==> src/cfde_pkg.sv <==
// Shared types, constants and tables of the comma field decimal extractor.
package cfde_pkg;

	// Default values of the top-level parameters.
	localparam int MAX_FIELDS_DEF  = 32;
	localparam int FRAC_DIGITS_DEF = 5;
	localparam int VALUE_WIDTH_DEF = 40;

	// Selector registers and configuration port.
	localparam int NUM_SEL   = 6;
	localparam int SEL_W     = 5;
	localparam int CFG_IDX_W = 3;
	localparam logic [SEL_W-1:0] SEL_RESET [NUM_SEL] =
		'{5'd3, 5'd5, 5'd7, 5'd15, 5'd16, 5'd18};

	// Slots of the captured value registers.
	localparam int IDX_LATITUDE  = 0;
	localparam int IDX_LONGITUDE = 1;
	localparam int IDX_ALTITUDE  = 2;
	localparam int IDX_HDOP      = 3;
	localparam int IDX_VDOP      = 4;
	localparam int IDX_SAT       = 5;

	// Fixed field widths.
	localparam int CNT_W  = 6;
	localparam int SAT_W  = 8;
	localparam int FD_W   = 3;
	localparam int IP_W   = 8;
	localparam int BYTE_W = 8;

	// Queue between the classifier and the parser.
	localparam int QUEUE_DEPTH = 4;
	localparam int QPTR_W      = 2;
	localparam int QCNT_W      = 3;

	// Characters with a meaning of their own.
	localparam logic [BYTE_W-1:0] CH_LF    = 8'd10;
	localparam logic [BYTE_W-1:0] CH_CR    = 8'd13;
	localparam logic [BYTE_W-1:0] CH_COMMA = 8'd44;
	localparam logic [BYTE_W-1:0] CH_SPACE = 8'd32;
	localparam logic [BYTE_W-1:0] CH_TAB   = 8'd9;
	localparam logic [BYTE_W-1:0] CH_VTAB  = 8'd11;
	localparam logic [BYTE_W-1:0] CH_FF    = 8'd12;
	localparam logic [BYTE_W-1:0] CH_MINUS = 8'd45;
	localparam logic [BYTE_W-1:0] CH_PLUS  = 8'd43;
	localparam logic [BYTE_W-1:0] CH_POINT = 8'd46;
	localparam logic [BYTE_W-1:0] CH_ZERO  = 8'd48;
	localparam logic [BYTE_W-1:0] CH_NINE  = 8'd57;

	// Byte classes produced by the front end.
	typedef enum logic [2:0] {
		CL_LF,
		CL_COMMA,
		CL_CR,
		CL_BLANK,
		CL_SIGN,
		CL_POINT,
		CL_DIGIT,
		CL_OTHER
	} class_t;

	// Number parser phase within one field.
	typedef enum logic [1:0] {
		PH_START,
		PH_INT,
		PH_FRAC,
		PH_STOP
	} phase_t;

	// One classified byte as it travels through the queue.
	typedef struct packed {
		class_t     cls;
		logic       minus;
		logic [3:0] digit;
	} item_t;

	// Powers of ten up to the largest fraction width.
	function automatic logic [31:0] pow10(input int n);
		logic [31:0] p;
		case (n)
			0: p = 32'd1;
			1: p = 32'd10;
			2: p = 32'd100;
			3: p = 32'd1000;
			4: p = 32'd10000;
			5: p = 32'd100000;
			6: p = 32'd1000000;
			7: p = 32'd10000000;
			default: p = 32'd1;
		endcase
		return p;
	endfunction

endpackage

==> src/cfde_front.sv <==
// Front end: accepts received bytes and classifies them for the parser.
module cfde_front (
	input  logic                        byte_valid,
	input  logic [cfde_pkg::BYTE_W-1:0] data_byte,
	output logic                        byte_stall,
	input  logic                        q_full,
	output logic                        push,
	output cfde_pkg::item_t             push_item
);

	// A byte is taken whenever the queue has room.
	assign byte_stall = q_full;
	assign push       = byte_valid && !q_full;

	// Sort the byte into one of the classes the parser acts on.
	always_comb begin
		push_item.minus = (data_byte == cfde_pkg::CH_MINUS);
		push_item.digit = data_byte[3:0];
		case (data_byte)
			cfde_pkg::CH_LF:    push_item.cls = cfde_pkg::CL_LF;
			cfde_pkg::CH_COMMA: push_item.cls = cfde_pkg::CL_COMMA;
			cfde_pkg::CH_CR:    push_item.cls = cfde_pkg::CL_CR;
			cfde_pkg::CH_SPACE,
			cfde_pkg::CH_TAB,
			cfde_pkg::CH_VTAB,
			cfde_pkg::CH_FF:    push_item.cls = cfde_pkg::CL_BLANK;
			cfde_pkg::CH_MINUS,
			cfde_pkg::CH_PLUS:  push_item.cls = cfde_pkg::CL_SIGN;
			cfde_pkg::CH_POINT: push_item.cls = cfde_pkg::CL_POINT;
			default: begin
				if (data_byte >= cfde_pkg::CH_ZERO && data_byte <= cfde_pkg::CH_NINE) begin
					push_item.cls = cfde_pkg::CL_DIGIT;
				end else begin
					push_item.cls = cfde_pkg::CL_OTHER;
				end
			end
		endcase
	end

endmodule

==> src/cfde_queue.sv <==
// Short queue of classified bytes between the front end and the parser.
module cfde_queue (
	input  logic            clk,
	input  logic            arst_n,
	input  logic            push,
	input  cfde_pkg::item_t push_item,
	output logic            q_full,
	output logic            q_valid,
	output cfde_pkg::item_t q_item,
	input  logic            pop
);

	cfde_pkg::item_t                 entries_q [cfde_pkg::QUEUE_DEPTH];
	logic [cfde_pkg::QPTR_W-1:0]     wr_ptr_q;
	logic [cfde_pkg::QPTR_W-1:0]     rd_ptr_q;
	logic [cfde_pkg::QCNT_W-1:0]     count_q;

	// Status seen by both neighbors.
	assign q_full  = (count_q == cfde_pkg::QCNT_W'(cfde_pkg::QUEUE_DEPTH));
	assign q_valid = (count_q != '0);
	assign q_item  = entries_q[rd_ptr_q];

	// Entry storage needs no reset.
	always_ff @(posedge clk) begin
		if (push) begin
			entries_q[wr_ptr_q] <= push_item;
		end
	end

	// Pointers and fill count.
	always_ff @(posedge clk or negedge arst_n) begin
		if (!arst_n) begin
			wr_ptr_q <= '0;
			rd_ptr_q <= '0;
			count_q  <= '0;
		end else begin
			if (push) begin
				wr_ptr_q <= wr_ptr_q + cfde_pkg::QPTR_W'(1);
			end
			if (pop) begin
				rd_ptr_q <= rd_ptr_q + cfde_pkg::QPTR_W'(1);
			end
			if (push && !pop) begin
				count_q <= count_q + cfde_pkg::QCNT_W'(1);
			end else if (pop && !push) begin
				count_q <= count_q - cfde_pkg::QCNT_W'(1);
			end
		end
	end

endmodule

==> src/cfde_back.sv <==
// Back end: sentence tracking, number parsing, field capture and result register.
module cfde_back #(
	parameter int MAX_FIELDS  = cfde_pkg::MAX_FIELDS_DEF,
	parameter int FRAC_DIGITS = cfde_pkg::FRAC_DIGITS_DEF,
	parameter int VALUE_WIDTH = cfde_pkg::VALUE_WIDTH_DEF
) (
	input  logic                           clk,
	input  logic                           arst_n,
	input  logic                           cfg_write,
	input  logic [cfde_pkg::CFG_IDX_W-1:0] cfg_index,
	input  logic [cfde_pkg::SEL_W-1:0]     cfg_data,
	input  logic                           q_valid,
	input  cfde_pkg::item_t                q_item,
	output logic                           pop,
	output logic                           result_valid,
	input  logic                           result_stall,
	output logic signed [VALUE_WIDTH-1:0]  latitude,
	output logic signed [VALUE_WIDTH-1:0]  longitude,
	output logic signed [VALUE_WIDTH-1:0]  altitude,
	output logic signed [VALUE_WIDTH-1:0]  hdop,
	output logic signed [VALUE_WIDTH-1:0]  vdop,
	output logic signed [cfde_pkg::SAT_W-1:0] satellites,
	output logic [cfde_pkg::CNT_W-1:0]     fields_seen
);

	localparam int AW      = VALUE_WIDTH - 1;
	localparam int SW      = VALUE_WIDTH + 3;
	localparam int CNT_CAP = (MAX_FIELDS > 63) ? 63 : MAX_FIELDS;
	localparam int NVAL    = cfde_pkg::NUM_SEL - 1;
	localparam int FD_W_PAD = cfde_pkg::FD_W;
	localparam logic [SW-1:0] VMAX_EXT = SW'({AW{1'b1}});
	localparam logic [SW-1:0] POW_INT  = SW'(cfde_pkg::pow10(FRAC_DIGITS));

	// Configuration and parser state.
	logic [cfde_pkg::SEL_W-1:0]    sel_q [cfde_pkg::NUM_SEL];
	logic                          synced_q, synced_n;
	logic [cfde_pkg::CNT_W-1:0]    cnt_q, cnt_n;
	cfde_pkg::phase_t              phase_q, phase_n;
	logic                          neg_q, neg_n;
	logic [cfde_pkg::FD_W-1:0]     fd_q, fd_n;
	logic [AW-1:0]                 acc_q, acc_n;
	logic [cfde_pkg::IP_W-1:0]     ip_q, ip_n;
	logic [VALUE_WIDTH-1:0]        cap_q [NVAL];
	logic [VALUE_WIDTH-1:0]        cap_n [NVAL];
	logic [cfde_pkg::SAT_W-1:0]    sat_q, sat_n;

	// Result register.
	logic                          result_valid_q;
	logic [VALUE_WIDTH-1:0]        res_q [NVAL];
	logic [cfde_pkg::SAT_W-1:0]    res_sat_q;
	logic [cfde_pkg::CNT_W-1:0]    res_cnt_q;

	// Datapath intermediates.
	logic                          out_free, is_cr, load;
	logic [SW-1:0]                 add_int, add_frac, sum_int, sum_frac;
	logic [FD_W_PAD-1:0]           pow_sel;
	logic [11:0]                   ip_ext;
	logic                          cnt_in_range;
	logic [VALUE_WIDTH-1:0]        signed_val;
	logic [cfde_pkg::SAT_W-1:0]    sat_val;
	logic [VALUE_WIDTH-1:0]        cap_fin [NVAL];
	logic [cfde_pkg::SAT_W-1:0]    sat_fin;
	logic                          start_skip, start_sign;
	cfde_pkg::phase_t              eph;

	// Handshake with the queue and the result side.
	assign out_free = !result_valid_q || !result_stall;
	assign is_cr    = (q_item.cls == cfde_pkg::CL_CR);
	assign pop      = q_valid && (!(is_cr && synced_q) || out_free);
	assign load     = pop && is_cr && synced_q;

	// Digit addends and the two candidate accumulator sums.
	assign pow_sel  = cfde_pkg::FD_W'(FRAC_DIGITS - 1) - fd_q;
	assign add_int  = SW'(q_item.digit) * POW_INT;
	assign add_frac = SW'(q_item.digit) * SW'(cfde_pkg::pow10(int'(pow_sel)));
	assign sum_int  = SW'({acc_q, 3'b000}) + SW'({acc_q, 1'b0}) + add_int;
	assign sum_frac = SW'(acc_q) + add_frac;

	// Integer part tracked on its own for the satellite count.
	assign ip_ext = 12'({ip_q, 3'b000}) + 12'({ip_q, 1'b0}) + 12'(q_item.digit);

	// Value of the field in progress, signed and as a clipped integer.
	always_comb begin
		signed_val = neg_q ? (VALUE_WIDTH'(0) - VALUE_WIDTH'(acc_q)) : VALUE_WIDTH'(acc_q);
		if (neg_q) begin
			sat_val = (ip_q >= 8'd128) ? 8'h80 : (8'd0 - ip_q);
		end else begin
			sat_val = (ip_q > 8'd127) ? 8'd127 : ip_q;
		end
	end

	// Capture of the finished field into every slot that selects it.
	assign cnt_in_range = ({1'b0, cnt_q} < 7'(MAX_FIELDS));
	always_comb begin
		for (int i = 0; i < NVAL; i++) begin
			if (cnt_in_range && ({1'b0, sel_q[i]} == cnt_q)) begin
				cap_fin[i] = signed_val;
			end else begin
				cap_fin[i] = cap_q[i];
			end
		end
		if (cnt_in_range && ({1'b0, sel_q[cfde_pkg::IDX_SAT]} == cnt_q)) begin
			sat_fin = sat_val;
		end else begin
			sat_fin = sat_q;
		end
	end

	// Next state of the sentence tracker and the number parser.
	assign start_skip = (phase_q == cfde_pkg::PH_START) && (q_item.cls == cfde_pkg::CL_BLANK);
	assign start_sign = (phase_q == cfde_pkg::PH_START) && (q_item.cls == cfde_pkg::CL_SIGN);
	assign eph        = (phase_q == cfde_pkg::PH_START) ? cfde_pkg::PH_INT : phase_q;

	always_comb begin
		synced_n = synced_q;
		cnt_n    = cnt_q;
		phase_n  = phase_q;
		neg_n    = neg_q;
		fd_n     = fd_q;
		acc_n    = acc_q;
		ip_n     = ip_q;
		cap_n    = cap_q;
		sat_n    = sat_q;
		if (pop) begin
			case (q_item.cls)
				cfde_pkg::CL_LF: begin
					synced_n = 1'b1;
					cnt_n    = '0;
					phase_n  = cfde_pkg::PH_START;
					neg_n    = 1'b0;
					fd_n     = '0;
					acc_n    = '0;
					ip_n     = '0;
					for (int i = 0; i < NVAL; i++) begin
						cap_n[i] = '0;
					end
					sat_n = '0;
				end
				cfde_pkg::CL_COMMA: begin
					if (synced_q) begin
						cap_n = cap_fin;
						sat_n = sat_fin;
						if (cnt_q < cfde_pkg::CNT_W'(CNT_CAP)) begin
							cnt_n = cnt_q + cfde_pkg::CNT_W'(1);
						end
						phase_n = cfde_pkg::PH_START;
						neg_n   = 1'b0;
						fd_n    = '0;
						acc_n   = '0;
						ip_n    = '0;
					end
				end
				cfde_pkg::CL_CR: begin
					if (synced_q) begin
						cap_n    = cap_fin;
						sat_n    = sat_fin;
						synced_n = 1'b0;
						cnt_n    = '0;
						phase_n  = cfde_pkg::PH_START;
						neg_n    = 1'b0;
						fd_n     = '0;
						acc_n    = '0;
						ip_n     = '0;
					end
				end
				default: begin
					if (synced_q && start_sign) begin
						neg_n   = q_item.minus;
						phase_n = cfde_pkg::PH_INT;
					end else if (synced_q && !start_skip) begin
						case (eph)
							cfde_pkg::PH_INT: begin
								phase_n = cfde_pkg::PH_INT;
								if (q_item.cls == cfde_pkg::CL_DIGIT) begin
									acc_n = (sum_int > VMAX_EXT) ? {AW{1'b1}} : sum_int[AW-1:0];
									ip_n  = (ip_ext > 12'd255) ? 8'd255 : ip_ext[7:0];
								end else if (q_item.cls == cfde_pkg::CL_POINT) begin
									phase_n = cfde_pkg::PH_FRAC;
								end else begin
									phase_n = cfde_pkg::PH_STOP;
								end
							end
							cfde_pkg::PH_FRAC: begin
								if (q_item.cls == cfde_pkg::CL_DIGIT) begin
									if (fd_q < cfde_pkg::FD_W'(FRAC_DIGITS)) begin
										acc_n = (sum_frac > VMAX_EXT) ? {AW{1'b1}}
											: sum_frac[AW-1:0];
										fd_n  = fd_q + cfde_pkg::FD_W'(1);
									end
								end else begin
									phase_n = cfde_pkg::PH_STOP;
								end
							end
							default: begin
								phase_n = phase_q;
							end
						endcase
					end
				end
			endcase
		end
	end

	// Selector registers, written from the configuration port.
	always_ff @(posedge clk or negedge arst_n) begin
		if (!arst_n) begin
			for (int i = 0; i < cfde_pkg::NUM_SEL; i++) begin
				sel_q[i] <= cfde_pkg::SEL_RESET[i];
			end
		end else if (cfg_write && (cfg_index < cfde_pkg::CFG_IDX_W'(cfde_pkg::NUM_SEL))) begin
			sel_q[cfg_index] <= cfg_data;
		end
	end

	// Parser state registers.
	always_ff @(posedge clk or negedge arst_n) begin
		if (!arst_n) begin
			synced_q <= 1'b0;
			cnt_q    <= '0;
			phase_q  <= cfde_pkg::PH_START;
			neg_q    <= 1'b0;
			fd_q     <= '0;
			acc_q    <= '0;
			ip_q     <= '0;
			for (int i = 0; i < NVAL; i++) begin
				cap_q[i] <= '0;
			end
			sat_q    <= '0;
		end else begin
			synced_q <= synced_n;
			cnt_q    <= cnt_n;
			phase_q  <= phase_n;
			neg_q    <= neg_n;
			fd_q     <= fd_n;
			acc_q    <= acc_n;
			ip_q     <= ip_n;
			cap_q    <= cap_n;
			sat_q    <= sat_n;
		end
	end

	// Result valid flag: set on a sentence end, cleared once the transfer is made.
	always_ff @(posedge clk or negedge arst_n) begin
		if (!arst_n) begin
			result_valid_q <= 1'b0;
		end else if (out_free) begin
			result_valid_q <= load;
		end
	end

	// Result payload, loaded only when the register is free.
	always_ff @(posedge clk) begin
		if (load) begin
			res_q     <= cap_fin;
			res_sat_q <= sat_fin;
			res_cnt_q <= cnt_q;
		end
	end

	assign result_valid = result_valid_q;
	assign latitude     = res_q[cfde_pkg::IDX_LATITUDE];
	assign longitude    = res_q[cfde_pkg::IDX_LONGITUDE];
	assign altitude     = res_q[cfde_pkg::IDX_ALTITUDE];
	assign hdop         = res_q[cfde_pkg::IDX_HDOP];
	assign vdop         = res_q[cfde_pkg::IDX_VDOP];
	assign satellites   = res_sat_q;
	assign fields_seen  = res_cnt_q;

`ifndef NO_ASSERTIONS
	// A sentence end leaves a result waiting and the tracker unsynced.
	a_load_result: assert property (@(posedge clk) disable iff (!arst_n)
		load |=> (result_valid_q && !synced_q && (cnt_q == '0)))
		else $error("sentence end did not produce a result or reset the tracker");

	// A line feed restarts the sentence with an empty accumulator.
	a_lf_restart: assert property (@(posedge clk) disable iff (!arst_n)
		(pop && (q_item.cls == cfde_pkg::CL_LF)) |=> (synced_q && (cnt_q == '0) && (acc_q == '0)))
		else $error("line feed did not restart the sentence");

	// The integer part tracker is nonzero only with a nonzero accumulator.
	a_ip_acc: assert property (@(posedge clk) disable iff (!arst_n)
		(ip_q != '0) |-> (acc_q != '0))
		else $error("integer part and accumulator disagree");

	// Fraction digits are counted only once the point has been seen.
	a_fd_phase: assert property (@(posedge clk) disable iff (!arst_n)
		(fd_q != '0) |-> ((phase_q == cfde_pkg::PH_FRAC) || (phase_q == cfde_pkg::PH_STOP)))
		else $error("fraction digits counted outside the fraction");
`endif

endmodule

==> src/comma_field_decimal_extractor.sv <==
// Top level of the comma field decimal extractor.
//
// The block takes one received byte per clock cycle on the byte channel while
// the queue has room, and gives one result for each carriage return that ends
// a sentence opened by a line feed. The sustained rate is one byte per cycle,
// set by the accumulate step (a wide add and saturating compare) in the back
// end. A carriage return passes through a queue entry and is then loaded into
// the result register, from which the result is offered; a waiting result
// blocks only a further carriage return: other bytes keep flowing while the
// result side stalls, up to the four-entry queue between the classifier and
// the parser.
// Values are fixed point with FRAC_DIGITS decimal fraction digits.
module comma_field_decimal_extractor #(
	parameter int MAX_FIELDS  = cfde_pkg::MAX_FIELDS_DEF,
	parameter int FRAC_DIGITS = cfde_pkg::FRAC_DIGITS_DEF,
	parameter int VALUE_WIDTH = cfde_pkg::VALUE_WIDTH_DEF
) (
	input  logic                              clk,
	input  logic                              arst_n,
	input  logic                              cfg_write,
	input  logic [cfde_pkg::CFG_IDX_W-1:0]    cfg_index,
	input  logic [cfde_pkg::SEL_W-1:0]        cfg_data,
	input  logic                              byte_valid,
	output logic                              byte_stall,
	input  logic [cfde_pkg::BYTE_W-1:0]       data_byte,
	output logic                              result_valid,
	input  logic                              result_stall,
	output logic signed [VALUE_WIDTH-1:0]     latitude,
	output logic signed [VALUE_WIDTH-1:0]     longitude,
	output logic signed [VALUE_WIDTH-1:0]     altitude,
	output logic signed [VALUE_WIDTH-1:0]     hdop,
	output logic signed [VALUE_WIDTH-1:0]     vdop,
	output logic signed [cfde_pkg::SAT_W-1:0] satellites,
	output logic [cfde_pkg::CNT_W-1:0]        fields_seen
);

	logic            push;
	cfde_pkg::item_t push_item;
	logic            q_full;
	logic            q_valid;
	cfde_pkg::item_t q_item;
	logic            pop;

	// Byte classifier.
	cfde_front u_front (
		.byte_valid (byte_valid),
		.data_byte  (data_byte),
		.byte_stall (byte_stall),
		.q_full     (q_full),
		.push       (push),
		.push_item  (push_item)
	);

	// Decoupling queue.
	cfde_queue u_queue (
		.clk       (clk),
		.arst_n    (arst_n),
		.push      (push),
		.push_item (push_item),
		.q_full    (q_full),
		.q_valid   (q_valid),
		.q_item    (q_item),
		.pop       (pop)
	);

	// Parser and result register.
	cfde_back #(
		.MAX_FIELDS  (MAX_FIELDS),
		.FRAC_DIGITS (FRAC_DIGITS),
		.VALUE_WIDTH (VALUE_WIDTH)
	) u_back (
		.clk          (clk),
		.arst_n       (arst_n),
		.cfg_write    (cfg_write),
		.cfg_index    (cfg_index),
		.cfg_data     (cfg_data),
		.q_valid      (q_valid),
		.q_item       (q_item),
		.pop          (pop),
		.result_valid (result_valid),
		.result_stall (result_stall),
		.latitude     (latitude),
		.longitude    (longitude),
		.altitude     (altitude),
		.hdop         (hdop),
		.vdop         (vdop),
		.satellites   (satellites),
		.fields_seen  (fields_seen)
	);

endmodule

==> config.mk <==
export PLATFORM = sky130hd
export DESIGN_NAME = comma_field_decimal_extractor
export DESIGN_NICKNAME = d
export VERILOG_FILES = /design/src/cfde_pkg.sv /design/src/cfde_front.sv /design/src/cfde_queue.sv /design/src/cfde_back.sv /design/src/comma_field_decimal_extractor.sv
export SDC_FILE = /design/constraint.sdc
export NUM_CORES = 1
export LEC_CHECK = 0
export BUFFER_PORTS_ARGS = -buffer_cell sky130_fd_sc_hd__buf_4
export CAP_MARGIN = 20
export CELL_PAD_IN_SITES_DETAIL_PLACEMENT = 1
export CELL_PAD_IN_SITES_GLOBAL_PLACEMENT = 2
export CORE_UTILIZATION = 44
export DETAILED_ROUTE_END_ITERATION = 8
export PLACE_DENSITY = 0.87
export REMOVE_ABC_BUFFERS = 1
export SLEW_MARGIN = 20
export SYNTH_ARGS = -nofsm -noshare
export SYNTH_HDL_FRONTEND = slang
export SYNTH_HIERARCHICAL = 1
export SYNTH_SLANG_ARGS = --single-unit
export TNS_END_PERCENT = 5
==> constraint.sdc <==
create_clock -name clk -period 17.4 [get_ports clk]
set_input_delay 0.87 -clock clk [delete_from_list [all_inputs] [get_ports clk]]
set_output_delay 0.87 -clock clk [all_outputs]
set_load 0.005 [all_outputs]
[Word-level counts from Yosys, hierarchy flattened]
Memories as Yosys holds them, arrays and structs flattened.
Index checks and enable logic that the tools add are counted.
Word-level totals
  register bits: 520
  latch bits: 0
  bits in writable memories: 32
  ROM bits: 168
  input port bits: 21
  output and inout port bits: 216
  memories kept: 2
Memories
  (no name shown): depth 8, width 21, read ports 1, clocked after Yosys merged registers in 0, write ports 0, line cfde_pkg.sv:80  | case (n)
  u_queue.entries_q: depth 4, width 8, read ports 1, clocked after Yosys merged registers in 0, write ports 1, line cfde_queue.sv:13  | cfde_pkg::item_t entries_q [cfde_pkg::QUEUE_DEPTH];
Operators by class
  add/subtract/negate cells: 14
  multipliers: 2
  divide/modulo/power cells: 0
  $lt $le $gt $ge: 13
  equal/unequal tests: 34
  shift operators: 0
  multiplexer cells: 64
  bitwise operators: 1
  reductions and logical operators: 56
Operators by type and width (count)
  200-bit one-hot mux with 2 select lines: 1
  39-bit 2-to-1 mux: 8
  40-bit 2-to-1 mux: 6
  200-bit 2-to-1 mux: 1
  39-bit one-hot mux with 2 select lines: 2
  8-bit 2-to-1 mux: 11
  43-bit by 39-bit > comparator with 1-bit output (second input constant): 2
  42-bit by 40-bit adder with 43-bit output: 1
  43-bit by 21-bit adder with 43-bit output: 1
  39-bit by 36-bit adder with 40-bit output: 1
  8-bit by 4-bit == test with 1-bit output (second input constant): 5
  8-bit by 6-bit == test with 1-bit output (second input constant): 5
  1-bit by 39-bit subtractor with 40-bit output (first input constant): 1
  5-bit by 6-bit == test with 1-bit output: 6
  4-bit by 32-bit multiplier with 36-bit output: 1
  8-bit one-hot mux with 2 select lines: 2
  30-bit bitwise mux: 1
  3-bit 2-to-1 mux: 8
  3-bit nonzero test: 8
  1-bit logical AND: 20
  6-bit 2-to-1 mux: 3
  3-bit one-hot mux with 6 select lines: 1
  6-bit one-hot mux with 3 select lines: 1
  4-bit by 12-bit multiplier with 16-bit output (second input constant): 1
  other kinds (50): 87

[Logic depth before layout (Yosys ltp)]
An unclocked memory read counts as a cell.
  word-level depth: 12
  mapped depth: 29
  depth with buffers taken out: 25

[Modules after synthesis]
The synthesis kept the hierarchy.
By module, submodules not included
  cfde_back: times used 1, cells an instance 2776, area each 29224.3 um2, seq. area each 13925.9 um2
  cfde_queue: times used 1, cells an instance 76, area each 1549.0 um2, seq. area each 1136.1 um2
  cfde_front: times used 1, cells an instance 39, area each 276.5 um2, seq. area each 0.0 um2

[Least setup slack after synthesis]
Ideal clock, no wire load.
  path kind: register -> register
  start point: register u_queue/rd_ptr_q[0] (netlist bit)
  end point: register u_back.res_q (netlist bit u_back/altitude[0]), enable pin
  arrival time: 10.409 ns
  data required time: 16.608 ns
  path slack: 6.199 ns
  stages on the path, launching flop included: 9
  buffers on the path: 2
  period minus slack after synthesis: 11.201 ns
  cell sequence: dfrtp_1 -> buf_6 -> mux4_2 -> buf_2 -> or2_2 -> o31ai_1 -> inv_1 -> nand2_1 -> nor2_1
RTL lines
  start: declaration: line cfde_queue.sv:15  | logic [cfde_pkg::QPTR_W-1:0] rd_ptr_q;
  start signal: assignment: line cfde_queue.sv:41  | rd_ptr_q <= rd_ptr_q + cfde_pkg::QPTR_W'(1);
  end signal: assignment: line cfde_back.sv:254  | res_q <= cap_fin;
  end: declaration: line cfde_back.sv:49  | logic [VALUE_WIDTH-1:0] res_q [NVAL];

==> metrics.txt <==
initial antenna violation count=0; Tightest Pin Transition=1.17 ns; CTS Root Cell=clkbuf_16; num rows=97; Slowest cell on crit path=mux4_2; area fraction of the dominant cell type after synthesis=23.8%; largest net degree at the start of global routing=149; Slew headroom=21.2%; dpl ws=9.53 ns; wire per inst=22.7 um; top-count cell post-synth=o21ai_0; DRT antenna net count=0; Crit Reg-Reg Startpoint=u_queue/rd_ptr_q[0]$_DFFE_PN0P_; Synth Register Bits=552; Clock Skew=0.0383 ns; synth top area cells=edfxtp_1 (24%), dfrtp_1 (24%), ha_1 (6.0%); Syn. warnings=6; grt total ovfl=0; CTS tree=yes; Post-DP Area=0.0335 mm2; synth cell count leaders=o21ai_0 (312), nand2_1 (295), dfrtp_1 (292), edfxtp_1 (246), a22o_1 (208); Synth Cell Area=0.0310 mm2; mean post-synth cell area=10.7 um2; critical path's top delay family=compound AO/OA/AOI/OAI gates; min Tclk post-route=7.91 ns; worst-skew pair later-pin latency=0.64 ns; vias in the first global route=24900; Setup-failing EPs final=0; cells after synthesis=2891; initial drt markers=1590; crit path kind=flip-flop to flip-flop; worst r2r dst=u_back/acc_q[33]$_DFFE_PN0P_; final hold vios=0; CP Data Required Time=17.93 ns; GRT Overall Usage=25.7%; hpwl dp=64600 um; Main synth FF type=dfrtp_1; nets@finish=3282; clk buf depth=3; CTS clk-pin slew, worst paths=0.06 ns; setup ws final=9.49 ns; ANT cells=0; post-route cell area=0.0356 mm2; share of flip-flops with an asynchronous set or reset=55.4%; share of cells above drive strength 1=15.4%; CTS buffer count=60; CTS H-tree depth=2; Post-CTS Hold Buffers=0; Filler cells=7566; RePlAce Congestion=0.909; Area Overhead vs Synth=14.7%; max-slew violations=0; Buf/Inv on CP=1; EDFF count, synth=246; core area=0.0699 mm2; Final period util=45.5%; Post-CTS Resized=0; Die Wd=268 um; Fmax=126 MHz; Setup TNS=0 ns; CTS Sinks=552; average vias per placed instance=5.82; port bufs=236; crit path DAT=8.44 ns; Die Area=0.0716 mm2; DIE HEIGHT=268 um; R2R Setup Slk=9.49 ns; Seq/Total Area, Yosys=48.5%; crit-path cells=mux4_2 -> ha_1 -> fa_1 -> ha_1 -> a21o_1 -> a21oi_1 -> o21bai_1 -> a21oi_1 -> nor2_1 -> a31o_2 -> a21oi_1 -> xor2_1 -> fa_1 -> inv_1 -> ha_1 -> and4_1 -> nand2_1 -> or2_2 -> o21ai_0 -> a211oi_1 -> nor2_1 -> a31o_2 -> nor2_1 -> a311oi_1; Worst Hold Class=input port to asynchronous set/reset pin; R2R depth=24; post-CTS setup buffers=0; max-cap violations=0; RSZ-0062 raised after global routing=no; final WL=91200 um; TritonRoute pass-1 iters=5; Synth cell types=86; Crit Path Max Fanout=36; vias=23400; area leader, netlist=edfxtp_1; critical path capture point type=flip-flop; Starting Density=44.4%; I/O pin count=237; first-pass GRT wire length=145000 um; status=finished, final reports clean; Residual DRC=0; Largest stage delay, worst path=0.81 ns; CP startpoint kind=flip-flop
layer usage:
metal	global-route usage, %	share of wire (%)
met1	35.4	45
met2	42.3	48
met3	2.88	3.8
met4	8.00	2.9
met5	0	0
flip-flops by register name, summed over array words and instances (netlist names), 3 cells and up:
register / cells
u_back/hdop: 40
u_back/fields_seen: 6
u_queue/entries_q: 32
u_back/sel_q: 30
u_back/satellites: 8
u_back/acc_q: 39
u_back/sat_q: 8
u_back/latitude: 40
u_back/cap_q: 200
u_back/longitude: 40
u_queue/count_q: 3
u_back/fd_q: 3
u_back/cnt_q: 6
u_back/vdop: 40
u_back/ip_q: 8
u_back/altitude: 40
stage by stage:
stage	util [%]	std cells	hold WS, ns
detailed placement	47.9	3912	0.479
floorplan	-	2715	0.449
finish	50.9	4025	0.230
CTS	50.9	4025	0.281
global route	50.9	4025	0.297
global placement	47.9	3912	0.466
worst register-to-register path, cell delays in order (launching register included):
cell and delay, ns:
dfrtp_1 0.71, mux4_2 0.81, ha_1 0.33, fa_1 0.47, ha_1 0.25, a21o_1 0.19, a21oi_1 0.24, o21bai_1 0.10
a21oi_1 0.23, nor2_1 0.12, a31o_2 0.28, a21oi_1 0.17, xor2_1 0.11, fa_1 0.50, inv_1 0.05, ha_1 0.47
and4_1 0.37, nand2_1 0.07, or2_2 0.31, o21ai_0 0.34, a211oi_1 0.16, nor2_1 0.20, a31o_2 0.77, nor2_1 0.23
a311oi_1 0.34
logic make-up (layout without fill, tap and decap cells):
logic type / count (synthesis) / in the layout / synth area share (%)
xor gates and xnor gates: 154 / 154 / 4.37
and+or+nand+nor: 661 / 661 / 10.1
muxes: 61 / 61 / 2.49
DFF: 552 / 552 / 48.5
buffers and inverters: 378 / 572 / 4.73
adders and majority gates: 227 / 227 / 11.1
AOI/OAI and AO/OA: 858 / 858 / 18.7
area by class of cell:
class                   instances  area [um2]  area share (%)
inverters                     202         758            2.13
well taps                     940        1180            3.30
repair buffers                257        1950            5.48
clock inverters                33         400            1.12
clock buffers                  80        1700            4.77
multi-input cells            1961       14600            40.9
flip-flops and latches        552       15100            42.3
worst max-delay path by stage:
stage,startpoint,end,slack [ns],depth (start not counted)
after CTS,u_queue/rd_ptr_q[0]$_DFFE_PN0P_,u_back/acc_q[33]$_DFFE_PN0P_,9.46,24
after global routing,u_queue/rd_ptr_q[0]$_DFFE_PN0P_,u_back/acc_q[33]$_DFFE_PN0P_,8.90,24
final,u_queue/rd_ptr_q[0]$_DFFE_PN0P_,u_back/acc_q[33]$_DFFE_PN0P_,9.49,24
after global placement,u_queue/rd_ptr_q[0]$_DFFE_PN0P_,u_back/acc_q[33]$_DFFE_PN0P_,9.80,24
after detailed placement,u_queue/rd_ptr_q[0]$_DFFE_PN0P_,u_back/acc_q[33]$_DFFE_PN0P_,9.53,24
after floorplan,u_queue/rd_ptr_q[0]$_DFFE_PN0P_,u_back/cnt_q[3]$_DFFE_PN0P_,3.72,10
placed cells by master (no fill, tap or decap), drive strengths merged, types with 10 or more instances in the layout:
master / synthesis / routed
a211oi: 21 / 21
a21o: 40 / 40
a21oi: 84 / 84
a22o: 208 / 208
a31oi: 20 / 20
and2: 13 / 13
and3: 41 / 41
buf: 20 / 257
clkbuf: 156 / 80
clkinv: 0 / 13
dfrtp: 292 / 292
dfstp: 14 / 14
edfxtp: 246 / 246
fa: 79 / 79
ha: 148 / 148
inv: 202 / 207
mux2: 49 / 49
nand2: 295 / 295
nand2b: 11 / 11
nand3: 32 / 32
nand4: 24 / 24
nor2: 93 / 93
nor2b: 20 / 20
nor3: 60 / 60
nor4: 10 / 10
o211ai: 14 / 14
o21a: 22 / 22
o21ai: 316 / 316
o21bai: 12 / 12
o22ai: 28 / 28
o31ai: 17 / 17
or2: 12 / 12
or3: 21 / 21
xnor2: 105 / 105
xor2: 49 / 49
Power is left out: the tool's default activity adds up to more than one toggle a clock period on the data nets, which glitch-free logic cannot reach.
